--- src/ambient_light_lux_conversion_macros.svh ---
// ---------------------------------------------------------------------------
// Ambient light lux conversion: assertion macros
// Simulation-only property checks; they expand to nothing for synthesis.
// ---------------------------------------------------------------------------
`ifndef AMBIENT_LIGHT_LUX_CONVERSION_MACROS_SVH
`define AMBIENT_LIGHT_LUX_CONVERSION_MACROS_SVH

`ifndef SYNTHESIS
// Property that must hold at every clock edge outside reset
`define ALC_ASSERT_HOLD(label, clk, rst_n, prop, msg) \
  label: assert property (@(posedge clk) disable iff (!rst_n) prop) else $error(msg);
// Antecedent in one cycle implies consequent in the next
`define ALC_ASSERT_NEXT(label, clk, rst_n, ante, cons, msg) \
  label: assert property (@(posedge clk) disable iff (!rst_n) (ante) |=> (cons)) \
    else $error(msg);
`else
`define ALC_ASSERT_HOLD(label, clk, rst_n, prop, msg)
`define ALC_ASSERT_NEXT(label, clk, rst_n, ante, cons, msg)
`endif

`endif

--- src/alc_pkg.sv ---
// ---------------------------------------------------------------------------
// Ambient light lux conversion: shared package
// Field widths, register codes and the fixed-point constants of the
// scaling and correction datapath.
// ---------------------------------------------------------------------------
`default_nettype none

package alc_pkg;

  // Port widths
  localparam int RAW_W      = 16;
  localparam int LUX_W      = 35;
  localparam int GAIN_W     = 2;
  localparam int INTEG_W    = 3;
  localparam int CFG_IDX_W  = 1;
  localparam int CFG_DATA_W = 3;

  // Register indexes
  localparam logic [CFG_IDX_W-1:0] REG_GAIN  = 1'd0;
  localparam logic [CFG_IDX_W-1:0] REG_INTEG = 1'd1;

  // Gain codes
  localparam logic [GAIN_W-1:0] GAIN_X1   = 2'd0;
  localparam logic [GAIN_W-1:0] GAIN_X2   = 2'd1;
  localparam logic [GAIN_W-1:0] GAIN_DIV8 = 2'd2;
  localparam logic [GAIN_W-1:0] GAIN_DIV4 = 2'd3;

  // Integration time codes
  localparam logic [INTEG_W-1:0] INTEG_25MS  = 3'd0;
  localparam logic [INTEG_W-1:0] INTEG_100MS = 3'd2;
  localparam logic [INTEG_W-1:0] INTEG_800MS = 3'd5;

  // Correction applies above this raw count
  localparam logic [RAW_W-1:0] CORR_MIN = 16'd100;

  // Pipeline depths
  localparam int MUL_LAT   = 3;
  localparam int SCALE_LAT = 6;

  // Scaled count N = raw * 9 * 2^(gain shift + integration shift)
  localparam int SH_W   = 4;
  localparam int RAW9_W = 20;
  localparam int N_W    = 29;

  // Lq = floor(N * 2^32 / 2500) = floor(N * 2^30 / 625), Q32
  localparam int LQ_W    = 49;
  localparam int LQ_FRAC = 32;
  localparam int LQ_Q_SH = 30;
  localparam int R_W     = 10;
  localparam logic [63:0] DIV_K64 = 64'd625;
  localparam logic [R_W-1:0] DIV_K = DIV_K64[R_W-1:0];

  // N / 625 by reciprocal; exact since N * (rounding error) < 2^RN_SH
  localparam int RN_SH = 39;
  localparam int RN_W  = 30;
  localparam logic [63:0] RN64 = ((64'd1 << RN_SH) + DIV_K64 - 64'd1) / DIV_K64;
  localparam logic [RN_W-1:0] RECIP_N = RN64[RN_W-1:0];
  localparam int QP_W = N_W + RN_W;
  localparam int Q_W  = QP_W - RN_SH;

  // floor(r * 2^30 / 625) = r * FRAC_Q + floor(r * FRAC_R / 625)
  localparam int FRAC_Q_W = 21;
  localparam logic [63:0] FQ64 = (64'd1 << LQ_Q_SH) / DIV_K64;
  localparam logic [63:0] FR64 = (64'd1 << LQ_Q_SH) % DIV_K64;
  localparam logic [FRAC_Q_W-1:0] FRAC_Q = FQ64[FRAC_Q_W-1:0];
  localparam logic [R_W-1:0]      FRAC_R = FR64[R_W-1:0];
  localparam int IP_W = R_W + FRAC_Q_W;
  localparam int Y_W  = 19;

  // y / 625 by reciprocal; exact for y < 2^Y_W
  localparam int RY_SH = 29;
  localparam int RY_W  = 20;
  localparam logic [63:0] RY64 = ((64'd1 << RY_SH) + DIV_K64 - 64'd1) / DIV_K64;
  localparam logic [RY_W-1:0] RECIP_Y = RY64[RY_W-1:0];
  localparam int YP_W = Y_W + RY_W;

  // Polynomial coefficients: c4 Q80, |c3| Q64, c2 Q64, c1 Q40
  localparam int C4_W  = 40;
  localparam int C3_W  = 38;
  localparam int T_SH  = 48;
  localparam int T_W   = LQ_W + C4_W - T_SH;
  localparam int NG_SH = 32;
  localparam int NG_W  = LQ_W + C3_W - NG_SH;
  localparam int X_SH  = 32;
  localparam int B_W   = LQ_W + T_W - X_SH + 1;
  localparam int C_SH  = 56;
  localparam int C_W   = LQ_W + B_W - C_SH;
  localparam int RES_BASE = 72;

  localparam logic [C4_W-1:0] Q_C4 = 40'd726987541625;
  localparam logic [C3_W-1:0] Q_C3 = 38'd173259199037;
  localparam logic [B_W-1:0]  Q_C2 = 59'd1503188281078444;
  localparam logic [C_W-1:0]  Q_C1 = 52'd1102040504520;

  // Configuration bundle
  typedef struct packed {
    logic [GAIN_W-1:0]  gain;
    logic [INTEG_W-1:0] integ;
  } alc_cfg_t;

  // Gain factor times two is a power of two: x2, x1, x16, x8
  function automatic logic [SH_W-1:0] gain_shift(input logic [GAIN_W-1:0] code);
    logic [SH_W-1:0] sh;
    unique case (code)
      GAIN_X1:   sh = SH_W'(1);
      GAIN_X2:   sh = SH_W'(0);
      GAIN_DIV8: sh = SH_W'(4);
      GAIN_DIV4: sh = SH_W'(3);
      default:   sh = SH_W'(0);
    endcase
    return sh;
  endfunction

  // Shorter integration doubles the factor; undefined codes act as 25 ms
  function automatic logic [SH_W-1:0] integ_shift(input logic [INTEG_W-1:0] code);
    logic [SH_W-1:0] sh;
    if (code <= INTEG_800MS) begin
      sh = SH_W'(INTEG_800MS - code);
    end else begin
      sh = SH_W'(INTEG_800MS - INTEG_25MS);
    end
    return sh;
  endfunction

endpackage

`default_nettype wire

--- src/alc_mul.sv ---
// ---------------------------------------------------------------------------
// Ambient light lux conversion: pipelined wide multiplier
// Splits each operand in halves: partial products, cross-term sum, final sum.
// ---------------------------------------------------------------------------
`default_nettype none

module alc_mul
  import alc_pkg::*;
#(
  parameter int A_W = 32,
  parameter int B_W = 32
) (
  input  logic                 clk,
  input  logic [MUL_LAT-1:0]   en_i,
  input  logic [A_W-1:0]       a_i,
  input  logic [B_W-1:0]       b_i,
  output logic [A_W+B_W-1:0]   p_o
);

  localparam int AL  = (A_W + 1) / 2;
  localparam int AH  = A_W - AL;
  localparam int BL  = (B_W + 1) / 2;
  localparam int BH  = B_W - BL;
  localparam int P_W = A_W + B_W;

  logic [AL+BL-1:0] pll_nxt, pll_r;
  logic [AL+BH-1:0] plh_nxt, plh_r;
  logic [AH+BL-1:0] phl_nxt, phl_r;
  logic [AH+BH-1:0] phh_nxt, phh_r;
  logic [P_W-1:0]   mid_nxt, mid_r;
  logic [P_W-1:0]   hl_r;
  logic [P_W-1:0]   p_nxt, p_r;

  // Stage 1: four half-width partial products
  assign pll_nxt = (AL+BL)'(a_i[AL-1:0])   * (AL+BL)'(b_i[BL-1:0]);
  assign plh_nxt = (AL+BH)'(a_i[AL-1:0])   * (AL+BH)'(b_i[B_W-1:BL]);
  assign phl_nxt = (AH+BL)'(a_i[A_W-1:AL]) * (AH+BL)'(b_i[BL-1:0]);
  assign phh_nxt = (AH+BH)'(a_i[A_W-1:AL]) * (AH+BH)'(b_i[B_W-1:BL]);

  // Stage 2: cross terms summed; outer terms just concatenate
  assign mid_nxt = (P_W'(plh_r) << BL) + (P_W'(phl_r) << AL);

  // Stage 3: full product
  assign p_nxt = hl_r + mid_r;

  always_ff @(posedge clk) begin
    if (en_i[0]) begin
      pll_r <= pll_nxt;
      plh_r <= plh_nxt;
      phl_r <= phl_nxt;
      phh_r <= phh_nxt;
    end
    if (en_i[1]) begin
      mid_r <= mid_nxt;
      hl_r  <= {phh_r, pll_r};
    end
    if (en_i[2]) begin
      p_r <= p_nxt;
    end
  end

  assign p_o = p_r;

endmodule

`default_nettype wire

--- config.mk ---
export PLATFORM = sky130hd
export DESIGN_NAME = alc_mul
export DESIGN_NICKNAME = d
export VERILOG_FILES = /design/src/ambient_light_lux_conversion_macros.svh /design/src/alc_pkg.sv /design/src/alc_mul.sv
export SDC_FILE = /design/constraint.sdc
export NUM_CORES = 2
export LEC_CHECK = 0
export BUFFER_PORTS_ARGS = -buffer_cell sky130_fd_sc_hd__buf_2
export CAP_MARGIN = 5
export CORE_MARGIN = 1
export CORE_UTILIZATION = 49
export DETAILED_ROUTE_END_ITERATION = 16
export HOLD_SLACK_MARGIN = 0.08
export PLACE_DENSITY = 0.65
export SYNTH_ARGS = -nofsm -noshare
export SYNTH_HDL_FRONTEND = slang
export SYNTH_SLANG_ARGS = --single-unit
--- constraint.sdc ---
create_clock -name clk -period 12.95 [get_ports clk]
set_input_delay 1.295 -clock clk [delete_from_list [all_inputs] [get_ports clk]]
set_output_delay 1.295 -clock clk [all_outputs]
set_load 0.03 [all_outputs]
==> flow_summary.yaml <==
global_routing:
  grt_pass1_vias: 33900
  grt_start_max_net_pins: 66
  grt_first_pass_wirelength_mm: 188
  grt_antenna_before_repair: 8
  grt.total_usage: 0.253
  gr-total-overflow: 0
cells_and_area:
  area_growth_pct: 5.64
  finalNetCount: 6083
  final_common_cell: "inv_1"
  instances_no_fill: 6036
  multi_input_area_um2: 33300
  final_cell_mix: "inv_1 (959), fa_1 (778), nand2_1 (633), and2_1 (494), ha_1 (481)"
  fill_cells: 8499
  layout-drive-gt1-share: 0.0462
  final-seq-area_um2: 8680
routing:
  ant_nets: 0
  drc: 0
  dr.pass1.iters: 6
  drt_iter0_drc: 2334
  wl_per_cell_um: 19.3
  wl_mm: 116
  via_per_inst: 5.35
  vias: 32300
logic_synthesis:
  synthFlopType: "edfxtp_1"
  synth_seq_area_share: 0.187
  avgSynthCellArea_um2: 9.70
  yosys_warnings: 0
  yosys-top-cells-area: "fa_1 (34%), edfxtp_1 (19%), ha_1 (13%)"
  synthesis.area_um2: 46400
  yosysTopAreaCellShare: 0.336
  synth_edf_count: 289
  synth.largest_area_cell: "fa_1"
  ys_ff_latch: 289
  syn_inst: 4780
  async_reset_ff_frac: 0
  ys_types: 76
  syn_nets: 6107
sta:
  max_clock_freq_mhz: 132
  grt_setup_unrepaired: "false"
  final-hold-violation-count: 0
  fin_ws_ps: 5360
  period_share: 0.586
  setup_violations: 0
  skew_ps: 33.9
  period_needed_ps: 7590
  finalSetupTns_ps: 0
  final_max_slew_viol_count: 0
  worst_pin_slew_ps: 998
  slew_headroom: 0.326
cts:
  cts_tree: "yes"
  cts_setup_buffers: 0
  clk_root_buffer_cell: "clkbuf_16"
  h-tree-depth: 2
  clock_sinks: 289
  numCtsBuffers: 34
  clock_latency_ps: 570
  clk_transition_reported_paths_ps: 60
  clk_path_buf_depth: 3
  postCtsHoldBufs: 0
  post_cts_resized: 0
critical_path:
  crit_type: "primary input to flip-flop"
  critPathMostFrequentCell: "fa_1"
  crit_chain: "buf_2 -> nand2_1 -> fa_1 -> fa_1 -> fa_1 -> inv_1 -> fa_1 -> fa_1 -> inv_1 -> fa_1 -> inv_1 -> ha_1 -> a21o_1 -> o21bai_1 -> a221oi_1 -> o211ai_1 -> o31ai_1 -> nor4b_1 -> o211ai_1 -> xor2_1"
  slowest_stage: "buf_2"
  critPathArrivalTime_ps: 7880
  end_kind: "flip-flop"
  ff2ff_setup_slack_ps: 9230
  cp-start-kind: "primary input"
  max_stage_delay_ps: 640
  crit_required_ps: 13240
  critPathMaxFanout: 32
placement:
  dp_cells: 5974
  dpl_worst_slack_ps: 4920
  port_buffers: 131
  gp_congestion: 0.892
  post-dp-hpwl_mm: 86.3
run:
  drv_cap: 0
floorplanning:
  dieWidth_um: 310
  fp.dieH_um: 310
  ios: 132
  die_area_um2: 95900
  core.rowCount: 112
  fp.coreArea_um2: 93500
  initial_core_util: 0.496
run_status:
  status: "finished, final reports clean"
worst_hold_path:
  hold_path_class: "flip-flop to flip-flop"
-- registers in the layout, indices dropped and copies added, names as in the netlist --
signal,count
plh_r,32
p_o,64
mid_r,33
hl_r,64
phl_r,32
phh_r,32
pll_r,32
-- layer usage --
layer	vias up	wire length, µm	track usage
li1	14800	-	-
met1	16300	52400	0.359
met2	993	53600	0.414
met3	146	7940	0.0342
met4	2	2370	0.0557
met5	-	20	0
-- path summary, 6_finish.rpt --
| kind | startpoint | end | cells after the start |
|---|---|---|---|
| worst min-delay path | hl_r[5] | p_o[5] | 0 |
| worst max register to register | mid_r[16] | p_o[60] | 11 |
| worst max-delay path | b_i[1] | phl_r[30] | 20 |
| worst min register to register | hl_r[5] | p_o[5] | 0 |
-- cells by family after synthesis --
| kind of cell | after synthesis | synth area share |
|---|---|---|
| mux | 2 | 0.000432 |
| compound gates | 498 | 0.0714 |
| xor+xnor | 176 | 0.0332 |
| buf+inv | 1168 | 0.0947 |
| simple gates | 1388 | 0.147 |
| fa+ha+maj | 1259 | 0.466 |
| flops | 289 | 0.187 |
-- synth_stat cells (all sizes together), types with 3 or more instances --
cell type	count
a21oi	150
o31ai	11
nor2b	15
a2111oi	7
nor3b	5
a21boi	11
ha	481
o311ai	7
and2	494
buf	6
a31oi	20
fa	778
or4	4
a221oi	4
nor4	5
xnor2	116
nand4	11
o21bai	32
nor2	89
o21a	22
a311oi	3
edfxtp	289
a21o	67
and4	3
o21ai	84
o221ai	3
a211oi	24
a41oi	4
nor3	31
and3	19
inv	959
a31o	7
nand3	41
o211ai	10
or3	9
clkbuf	203
o31a	3
a211o	7
xor2	60
nand2	633
nand2b	17
-- critical path: cells and delay by family --
family / cells / cell delay (ps)
buffers and inverters: 4 / 780
XOR/XNOR: 1 / 170
adder cells (fa/ha/maj): 7 / 3420
AO/OA/AOI/OAI: 6 / 1550
AND/OR/NAND/NOR: 2 / 620
-- through the flow --
step	hold WS [ps]	cell area, µm²	util
after global routing	418	49000	0.524
after floorplan	400	46400	-
after global placement	401	47900	0.513
after CTS	412	49000	0.524
after detailed placement	405	47900	0.513
final	412	49000	0.524
-- final cells by class --
type / instances / share of cell area
inverter: 959 / 0.0735
sequential: 289 / 0.177
timing repair buffer: 149 / 0.0163
clock buffer: 38 / 0.0177
tap: 1254 / 0.0320
clock inverter: 22 / 0.00342
antenna: 2 / 0.000102
multi-input combinational: 3323 / 0.680
Power is not shown: default switching activity piles up to over one toggle a cycle in this logic, so the estimate is an artifact.
