==> src/ambient_light_lux_conversion_macros.svh <==
// ---------------------------------------------------------------------------
// Ambient light lux conversion: assertion macros
// Simulation-only property checks; they expand to nothing for synthesis.
// ---------------------------------------------------------------------------
`ifndef AMBIENT_LIGHT_LUX_CONVERSION_MACROS_SVH
`define AMBIENT_LIGHT_LUX_CONVERSION_MACROS_SVH

`ifndef SYNTHESIS
// Property that must hold at every clock edge outside reset
`define ALC_ASSERT_HOLD(label, clk, rst_n, prop, msg) \
  label: assert property (@(posedge clk) disable iff (!rst_n) prop) else $error(msg);
// Antecedent in one cycle implies consequent in the next
`define ALC_ASSERT_NEXT(label, clk, rst_n, ante, cons, msg) \
  label: assert property (@(posedge clk) disable iff (!rst_n) (ante) |=> (cons)) \
    else $error(msg);
`else
`define ALC_ASSERT_HOLD(label, clk, rst_n, prop, msg)
`define ALC_ASSERT_NEXT(label, clk, rst_n, ante, cons, msg)
`endif

`endif

==> src/alc_pkg.sv <==
// ---------------------------------------------------------------------------
// Ambient light lux conversion: shared package
// Field widths, register codes and the fixed-point constants of the
// scaling and correction datapath.
// ---------------------------------------------------------------------------
`default_nettype none

package alc_pkg;

  // Port widths
  localparam int RAW_W      = 16;
  localparam int LUX_W      = 35;
  localparam int GAIN_W     = 2;
  localparam int INTEG_W    = 3;
  localparam int CFG_IDX_W  = 1;
  localparam int CFG_DATA_W = 3;

  // Register indexes
  localparam logic [CFG_IDX_W-1:0] REG_GAIN  = 1'd0;
  localparam logic [CFG_IDX_W-1:0] REG_INTEG = 1'd1;

  // Gain codes
  localparam logic [GAIN_W-1:0] GAIN_X1   = 2'd0;
  localparam logic [GAIN_W-1:0] GAIN_X2   = 2'd1;
  localparam logic [GAIN_W-1:0] GAIN_DIV8 = 2'd2;
  localparam logic [GAIN_W-1:0] GAIN_DIV4 = 2'd3;

  // Integration time codes
  localparam logic [INTEG_W-1:0] INTEG_25MS  = 3'd0;
  localparam logic [INTEG_W-1:0] INTEG_100MS = 3'd2;
  localparam logic [INTEG_W-1:0] INTEG_800MS = 3'd5;

  // Correction applies above this raw count
  localparam logic [RAW_W-1:0] CORR_MIN = 16'd100;

  // Pipeline depths
  localparam int MUL_LAT   = 3;
  localparam int SCALE_LAT = 6;

  // Scaled count N = raw * 9 * 2^(gain shift + integration shift)
  localparam int SH_W   = 4;
  localparam int RAW9_W = 20;
  localparam int N_W    = 29;

  // Lq = floor(N * 2^32 / 2500) = floor(N * 2^30 / 625), Q32
  localparam int LQ_W    = 49;
  localparam int LQ_FRAC = 32;
  localparam int LQ_Q_SH = 30;
  localparam int R_W     = 10;
  localparam logic [63:0] DIV_K64 = 64'd625;
  localparam logic [R_W-1:0] DIV_K = DIV_K64[R_W-1:0];

  // N / 625 by reciprocal; exact since N * (rounding error) < 2^RN_SH
  localparam int RN_SH = 39;
  localparam int RN_W  = 30;
  localparam logic [63:0] RN64 = ((64'd1 << RN_SH) + DIV_K64 - 64'd1) / DIV_K64;
  localparam logic [RN_W-1:0] RECIP_N = RN64[RN_W-1:0];
  localparam int QP_W = N_W + RN_W;
  localparam int Q_W  = QP_W - RN_SH;

  // floor(r * 2^30 / 625) = r * FRAC_Q + floor(r * FRAC_R / 625)
  localparam int FRAC_Q_W = 21;
  localparam logic [63:0] FQ64 = (64'd1 << LQ_Q_SH) / DIV_K64;
  localparam logic [63:0] FR64 = (64'd1 << LQ_Q_SH) % DIV_K64;
  localparam logic [FRAC_Q_W-1:0] FRAC_Q = FQ64[FRAC_Q_W-1:0];
  localparam logic [R_W-1:0]      FRAC_R = FR64[R_W-1:0];
  localparam int IP_W = R_W + FRAC_Q_W;
  localparam int Y_W  = 19;

  // y / 625 by reciprocal; exact for y < 2^Y_W
  localparam int RY_SH = 29;
  localparam int RY_W  = 20;
  localparam logic [63:0] RY64 = ((64'd1 << RY_SH) + DIV_K64 - 64'd1) / DIV_K64;
  localparam logic [RY_W-1:0] RECIP_Y = RY64[RY_W-1:0];
  localparam int YP_W = Y_W + RY_W;

  // Polynomial coefficients: c4 Q80, |c3| Q64, c2 Q64, c1 Q40
  localparam int C4_W  = 40;
  localparam int C3_W  = 38;
  localparam int T_SH  = 48;
  localparam int T_W   = LQ_W + C4_W - T_SH;
  localparam int NG_SH = 32;
  localparam int NG_W  = LQ_W + C3_W - NG_SH;
  localparam int X_SH  = 32;
  localparam int B_W   = LQ_W + T_W - X_SH + 1;
  localparam int C_SH  = 56;
  localparam int C_W   = LQ_W + B_W - C_SH;
  localparam int RES_BASE = 72;

  localparam logic [C4_W-1:0] Q_C4 = 40'd726987541625;
  localparam logic [C3_W-1:0] Q_C3 = 38'd173259199037;
  localparam logic [B_W-1:0]  Q_C2 = 59'd1503188281078444;
  localparam logic [C_W-1:0]  Q_C1 = 52'd1102040504520;

  // Configuration bundle
  typedef struct packed {
    logic [GAIN_W-1:0]  gain;
    logic [INTEG_W-1:0] integ;
  } alc_cfg_t;

  // Gain factor times two is a power of two: x2, x1, x16, x8
  function automatic logic [SH_W-1:0] gain_shift(input logic [GAIN_W-1:0] code);
    logic [SH_W-1:0] sh;
    unique case (code)
      GAIN_X1:   sh = SH_W'(1);
      GAIN_X2:   sh = SH_W'(0);
      GAIN_DIV8: sh = SH_W'(4);
      GAIN_DIV4: sh = SH_W'(3);
      default:   sh = SH_W'(0);
    endcase
    return sh;
  endfunction

  // Shorter integration doubles the factor; undefined codes act as 25 ms
  function automatic logic [SH_W-1:0] integ_shift(input logic [INTEG_W-1:0] code);
    logic [SH_W-1:0] sh;
    if (code <= INTEG_800MS) begin
      sh = SH_W'(INTEG_800MS - code);
    end else begin
      sh = SH_W'(INTEG_800MS - INTEG_25MS);
    end
    return sh;
  endfunction

endpackage

`default_nettype wire

==> src/alc_scale.sv <==
// ---------------------------------------------------------------------------
// Ambient light lux conversion: count scaling
// Scales the raw count by gain and integration time and divides by 2500
// exactly, giving base illuminance in Q32 plus the correction flag.
// ---------------------------------------------------------------------------
`default_nettype none

module alc_scale
  import alc_pkg::*;
(
  input  logic                 clk,
  input  logic [SCALE_LAT-1:0] en_i,
  input  alc_cfg_t             cfg_i,
  input  logic [RAW_W-1:0]     raw_i,
  output logic [LQ_W-1:0]      lq_o,
  output logic                 corr_o
);

  logic [RAW9_W-1:0]    raw9;
  logic [SH_W-1:0]      sh;
  logic [N_W-1:0]       n0_nxt, n0_r;
  logic [SCALE_LAT-1:0] cr_r;
  logic [QP_W-1:0]      qp1_nxt, qp1_r;
  logic [N_W-1:0]       n1_r;
  logic [Q_W-1:0]       q1;
  logic [N_W-1:0]       q625;
  logic [N_W-1:0]       rem;
  logic [Q_W-1:0]       q2_r, q3_r, q4_r;
  logic [R_W-1:0]       r2_r;
  logic [IP_W-1:0]      ip3_nxt, ip3_r, ip4_r;
  logic [Y_W-1:0]       y3_nxt, y3_r;
  logic [YP_W-1:0]      yp4_nxt, yp4_r;
  logic [LQ_W-1:0]      lq5_nxt, lq5_r;

  // Stage 0: raw * 9, then power-of-two gain and integration factors
  assign raw9   = RAW9_W'({raw_i, 3'b000}) + RAW9_W'(raw_i);
  assign sh     = gain_shift(cfg_i.gain) + integ_shift(cfg_i.integ);
  assign n0_nxt = N_W'(raw9) << sh;

  // Stage 1: quotient by 625 via reciprocal
  assign qp1_nxt = QP_W'(n0_r) * QP_W'(RECIP_N);

  // Stage 2: quotient and remainder
  assign q1   = qp1_r[QP_W-1:RN_SH];
  assign q625 = N_W'(q1) * N_W'(DIV_K);
  assign rem  = n1_r - q625;

  // Stage 3: fraction of remainder, integer part and leftover
  assign ip3_nxt = IP_W'(r2_r) * IP_W'(FRAC_Q);
  assign y3_nxt  = Y_W'(r2_r) * Y_W'(FRAC_R);

  // Stage 4: leftover / 625 via reciprocal
  assign yp4_nxt = YP_W'(y3_r) * YP_W'(RECIP_Y);

  // Stage 5: assemble Q32 value
  assign lq5_nxt = LQ_W'({q4_r, {LQ_Q_SH{1'b0}}}) + LQ_W'(ip4_r)
                 + LQ_W'(yp4_r[YP_W-1:RY_SH]);

  always_ff @(posedge clk) begin
    if (en_i[0]) begin
      n0_r    <= n0_nxt;
      cr_r[0] <= (raw_i > CORR_MIN);
    end
    if (en_i[1]) begin
      qp1_r   <= qp1_nxt;
      n1_r    <= n0_r;
      cr_r[1] <= cr_r[0];
    end
    if (en_i[2]) begin
      q2_r    <= q1;
      r2_r    <= rem[R_W-1:0];
      cr_r[2] <= cr_r[1];
    end
    if (en_i[3]) begin
      ip3_r   <= ip3_nxt;
      y3_r    <= y3_nxt;
      q3_r    <= q2_r;
      cr_r[3] <= cr_r[2];
    end
    if (en_i[4]) begin
      yp4_r   <= yp4_nxt;
      ip4_r   <= ip3_r;
      q4_r    <= q3_r;
      cr_r[4] <= cr_r[3];
    end
    if (en_i[5]) begin
      lq5_r   <= lq5_nxt;
      cr_r[5] <= cr_r[4];
    end
  end

  assign lq_o   = lq5_r;
  assign corr_o = cr_r[SCALE_LAT-1];

endmodule

`default_nettype wire

==> config.mk <==
export PLATFORM = sky130hd
export DESIGN_NAME = alc_scale
export DESIGN_NICKNAME = d
export VERILOG_FILES = /design/src/ambient_light_lux_conversion_macros.svh /design/src/alc_pkg.sv /design/src/alc_scale.sv
export SDC_FILE = /design/constraint.sdc
export NUM_CORES = 2
export LEC_CHECK = 0
export BUFFER_PORTS_ARGS = -buffer_cell sky130_fd_sc_hd__clkbuf_2
export CORE_ASPECT_RATIO = 0.9
export CORE_UTILIZATION = 40
export CTS_CLUSTER_SIZE = 20
export DETAILED_ROUTE_END_ITERATION = 7
export GPL_TIMING_DRIVEN = 1
export PLACE_DENSITY = 0.63
export SLEW_MARGIN = 20
export SYNTH_ARGS = -nofsm -noshare
export SYNTH_HDL_FRONTEND = slang
export SYNTH_SLANG_ARGS = --single-unit
==> constraint.sdc <==
create_clock -name clk -period 7.5 [get_ports clk]
set_input_delay 0.75 -clock clk [delete_from_list [all_inputs] [get_ports clk]]
set_output_delay 0.75 -clock clk [all_outputs]
set_load 0.01 [all_outputs]
==> flow_summary.json <==
{
  "worst_slew_pin_slew_ps": 1060,
  "areaGrowthSynthToFinish_pct": 9.65,
  "stdcell_count": 4902,
  "synth.top_cell.area_share": 0.317,
  "cp_top_family": "adder cells",
  "routed_wl_um": 89800,
  "gr-total-overflow": 0,
  "syn-cell-area_um2": 38100,
  "clock-skew-final_ps": 18.6,
  "route.detailed.drc": 0,
  "multi_input_area_um2": 26600,
  "dieHeight_um": 295,
  "yosys-top-cells-area": "fa_1 32%, ha_1 22%, edfxtp_1 21%",
  "vias": 23703,
  "syn_nets": 4744,
  "outcome": "completed",
  "clk_latency_ps": 620,
  "highest_layer": "met5",
  "period_needed_ps": 7310,
  "wl_met2_um": 41200,
  "fin_crit_sh": 0.975,
  "nNetsFinal": 4920,
  "nFillCells": 8999,
  "hold_viol_final": 0,
  "slew_headroom": 0.296,
  "first_pass_iters": 6,
  "track_usage": 0.190,
  "async_flop_share": 0,
  "worstPathMaxFanout": 6,
  "drive_gt1_frac": 0.0762,
  "clockBufferDepth": 3,
  "critPathMostFrequentCell": "fa_1",
  "die_width_um": 327,
  "cts_sinks": 267,
  "fmax_mhz": 137,
  "max_stage_delay_ps": 560,
  "path_cells": "buf_4, ha_1, inv_1, fa_1, fa_1, inv_1, fa_1, fa_1, fa_1, fa_1, fa_1, ha_1, a21o_1, a21o_1, a21oi_1, o211ai_1, o21bai_2, a41oi_2, buf_4, a21oi_1, buf_4, nor3_1, a311o_1",
  "path_buf_inv": 5,
  "via_per_inst": 4.84,
  "top_level_ports": 78,
  "place_inst": 4819,
  "yosysSeqAreaShare": 0.210,
  "finalSetupTns_ps": 0,
  "wire_per_inst_um": 18.3,
  "die_area_um2": 96500,
  "worst_ep_required_time_ps": 7860,
  "met1_length_um": 41700,
  "cp_slowest_cell": "fa_1",
  "dp_hpwl_um": 78100,
  "antenna_found_initial": 2,
  "portBuffers": 77,
  "cp-start-kind": "flop",
  "grt_max_degree": 68,
  "drt.antenna.violating_nets": 0,
  "avgSynthCellArea_um2": 11.0,
  "first_iter_violations": 1266,
  "hold_path.class": "reg -> reg",
  "syn_inst": 3452,
  "rsz0062_at_grt": "yes",
  "report.final.slew_viol_count": 0,
  "htree_num_levels": 1,
  "max_cap_viol_count": 0,
  "diodes": 0,
  "wl_met3_um": 4780,
  "path_clk_slew_ps": 70,
  "gp_congestion": 0.957,
  "numCtsBuffers": 31,
  "setup_viol_count_final": 0,
  "cts_tree": "yes",
  "grt_pass1_vias": 24835,
  "synth_flop_cell": "edfxtp_1",
  "synthDistinctLibCells": 85,
  "endpoint_kind": "flop",
  "rows": 107,
  "worstSetupPathType": "reg -> reg",
  "seqCellArea_um2": 8020,
  "grt_pass1_wl_um": 141000,
  "yosysWarnings": 0,
  "core_area_um2": 94500,
  "synth_edf_count": 267,
  "crit_arrival_ps": 7670,
  "cts_root_buf": "clkbuf_16",
  "synth_top_area_cell": "fa_1",
  "initial_utilization": 0.403,
  "synth_seq_cells": 267
}
-- layer usage --
layer	global-route usage	up-vias
li1	-	11504
met1	0.262	11634
met2	0.310	457
met3	0.0363	106
met4	0.0414	2
met5	0	-
-- cells in the final DEF (no fill, tap or decap), drive strengths merged, types with 7 or more instances in the layout --
cell type and n:
or3 10, nor3 34, nand2b 19, nor2b 15, a21oi 122, clkinv 10
o221ai 9, clkbuf 106, edfxtp 267, fa 603, or2 11, o211ai 10
a31oi 8, a211oi 12, nand3 47, nand4 24, xor2 48, and2 7
a21o 53, mux2i 14, nor2 88, o21a 14, o21ai 64, o21bai 14
o31ai 7, nand2 100, and3 18, xnor2 102, ha 661, inv 938
buf 100
-- path summary, 6_finish.rpt --
path / start / to / slack, ps / cells after the start
setup / recovery: n0_r[9] / qp1_r[52] / 190 / 23
hold / removal: q2_r[0] / q3_r[0] / 410 / 0
setup reg to reg: n0_r[9] / qp1_r[52] / 190 / 23
hold reg to reg: q2_r[0] / q3_r[0] / 410 / 0
-- what timing repair did --
item	in CTS	in global routing
setup endpoints to repair	3	6
hold buffers	0	0
setup buffers	7	22
pin swaps	0	3
resized for setup	3	21
-- cells in the mapped netlist, drive strengths merged (15+ instances only) --
master,count
fa,603
edfxtp,267
nor2,88
clkbuf,25
a21o,53
ha,661
nor2b,15
and3,18
nor3,34
a21oi,122
nand2,100
xnor2,102
nand4,24
nand2b,19
nand3,47
xor2,48
inv,933
o21ai,64
-- cell families after synthesis --
kind of cell,share of synthesized area
multiplexers,0.00647
adder cells (fa/ha/maj),0.534
AND/OR/NAND/NOR,0.0513
flip-flops,0.210
XOR/XNOR,0.0345
AO/OA/AOI/OAI,0.0682
buffers and inverters,0.0953
-- cell type report --
type / count / area share
inverter: 933 / 0.0838
clock inverter: 23 / 0.00557
sequential: 267 / 0.192
tap: 1253 / 0.0375
multi-input combinational: 2220 / 0.636
timing repair buffer: 175 / 0.0268
clock buffer: 31 / 0.0186
-- stage by stage --
stage	instance area, µm²	utilization	setup WS, ps	hold WS (ps)
2_1_floorplan	38100	-	706	400
3_3_place_gp	40500	0.428	-130	400
3_5_place_dp	40500	0.428	-127	405
4_1_cts	41500	0.439	30.5	414
5_1_grt	41800	0.442	-5.55	419
6_report	41800	0.442	186	414
-- flip-flops by register name (all words and copies together), names as in the netlist --
name / cells
y3_r: 18
q2_r: 19
ip4_r: 30
n0_r: 29
lq_o: 49
r2_r: 10
q4_r: 19
n1_r: 9
qp1_r: 20
yp4_r: 10
cr_r: 6
q3_r: 19
ip3_r: 29
Power is not shown: default switching activity piles up to over one toggle a cycle in this logic, so the estimate is an artifact.
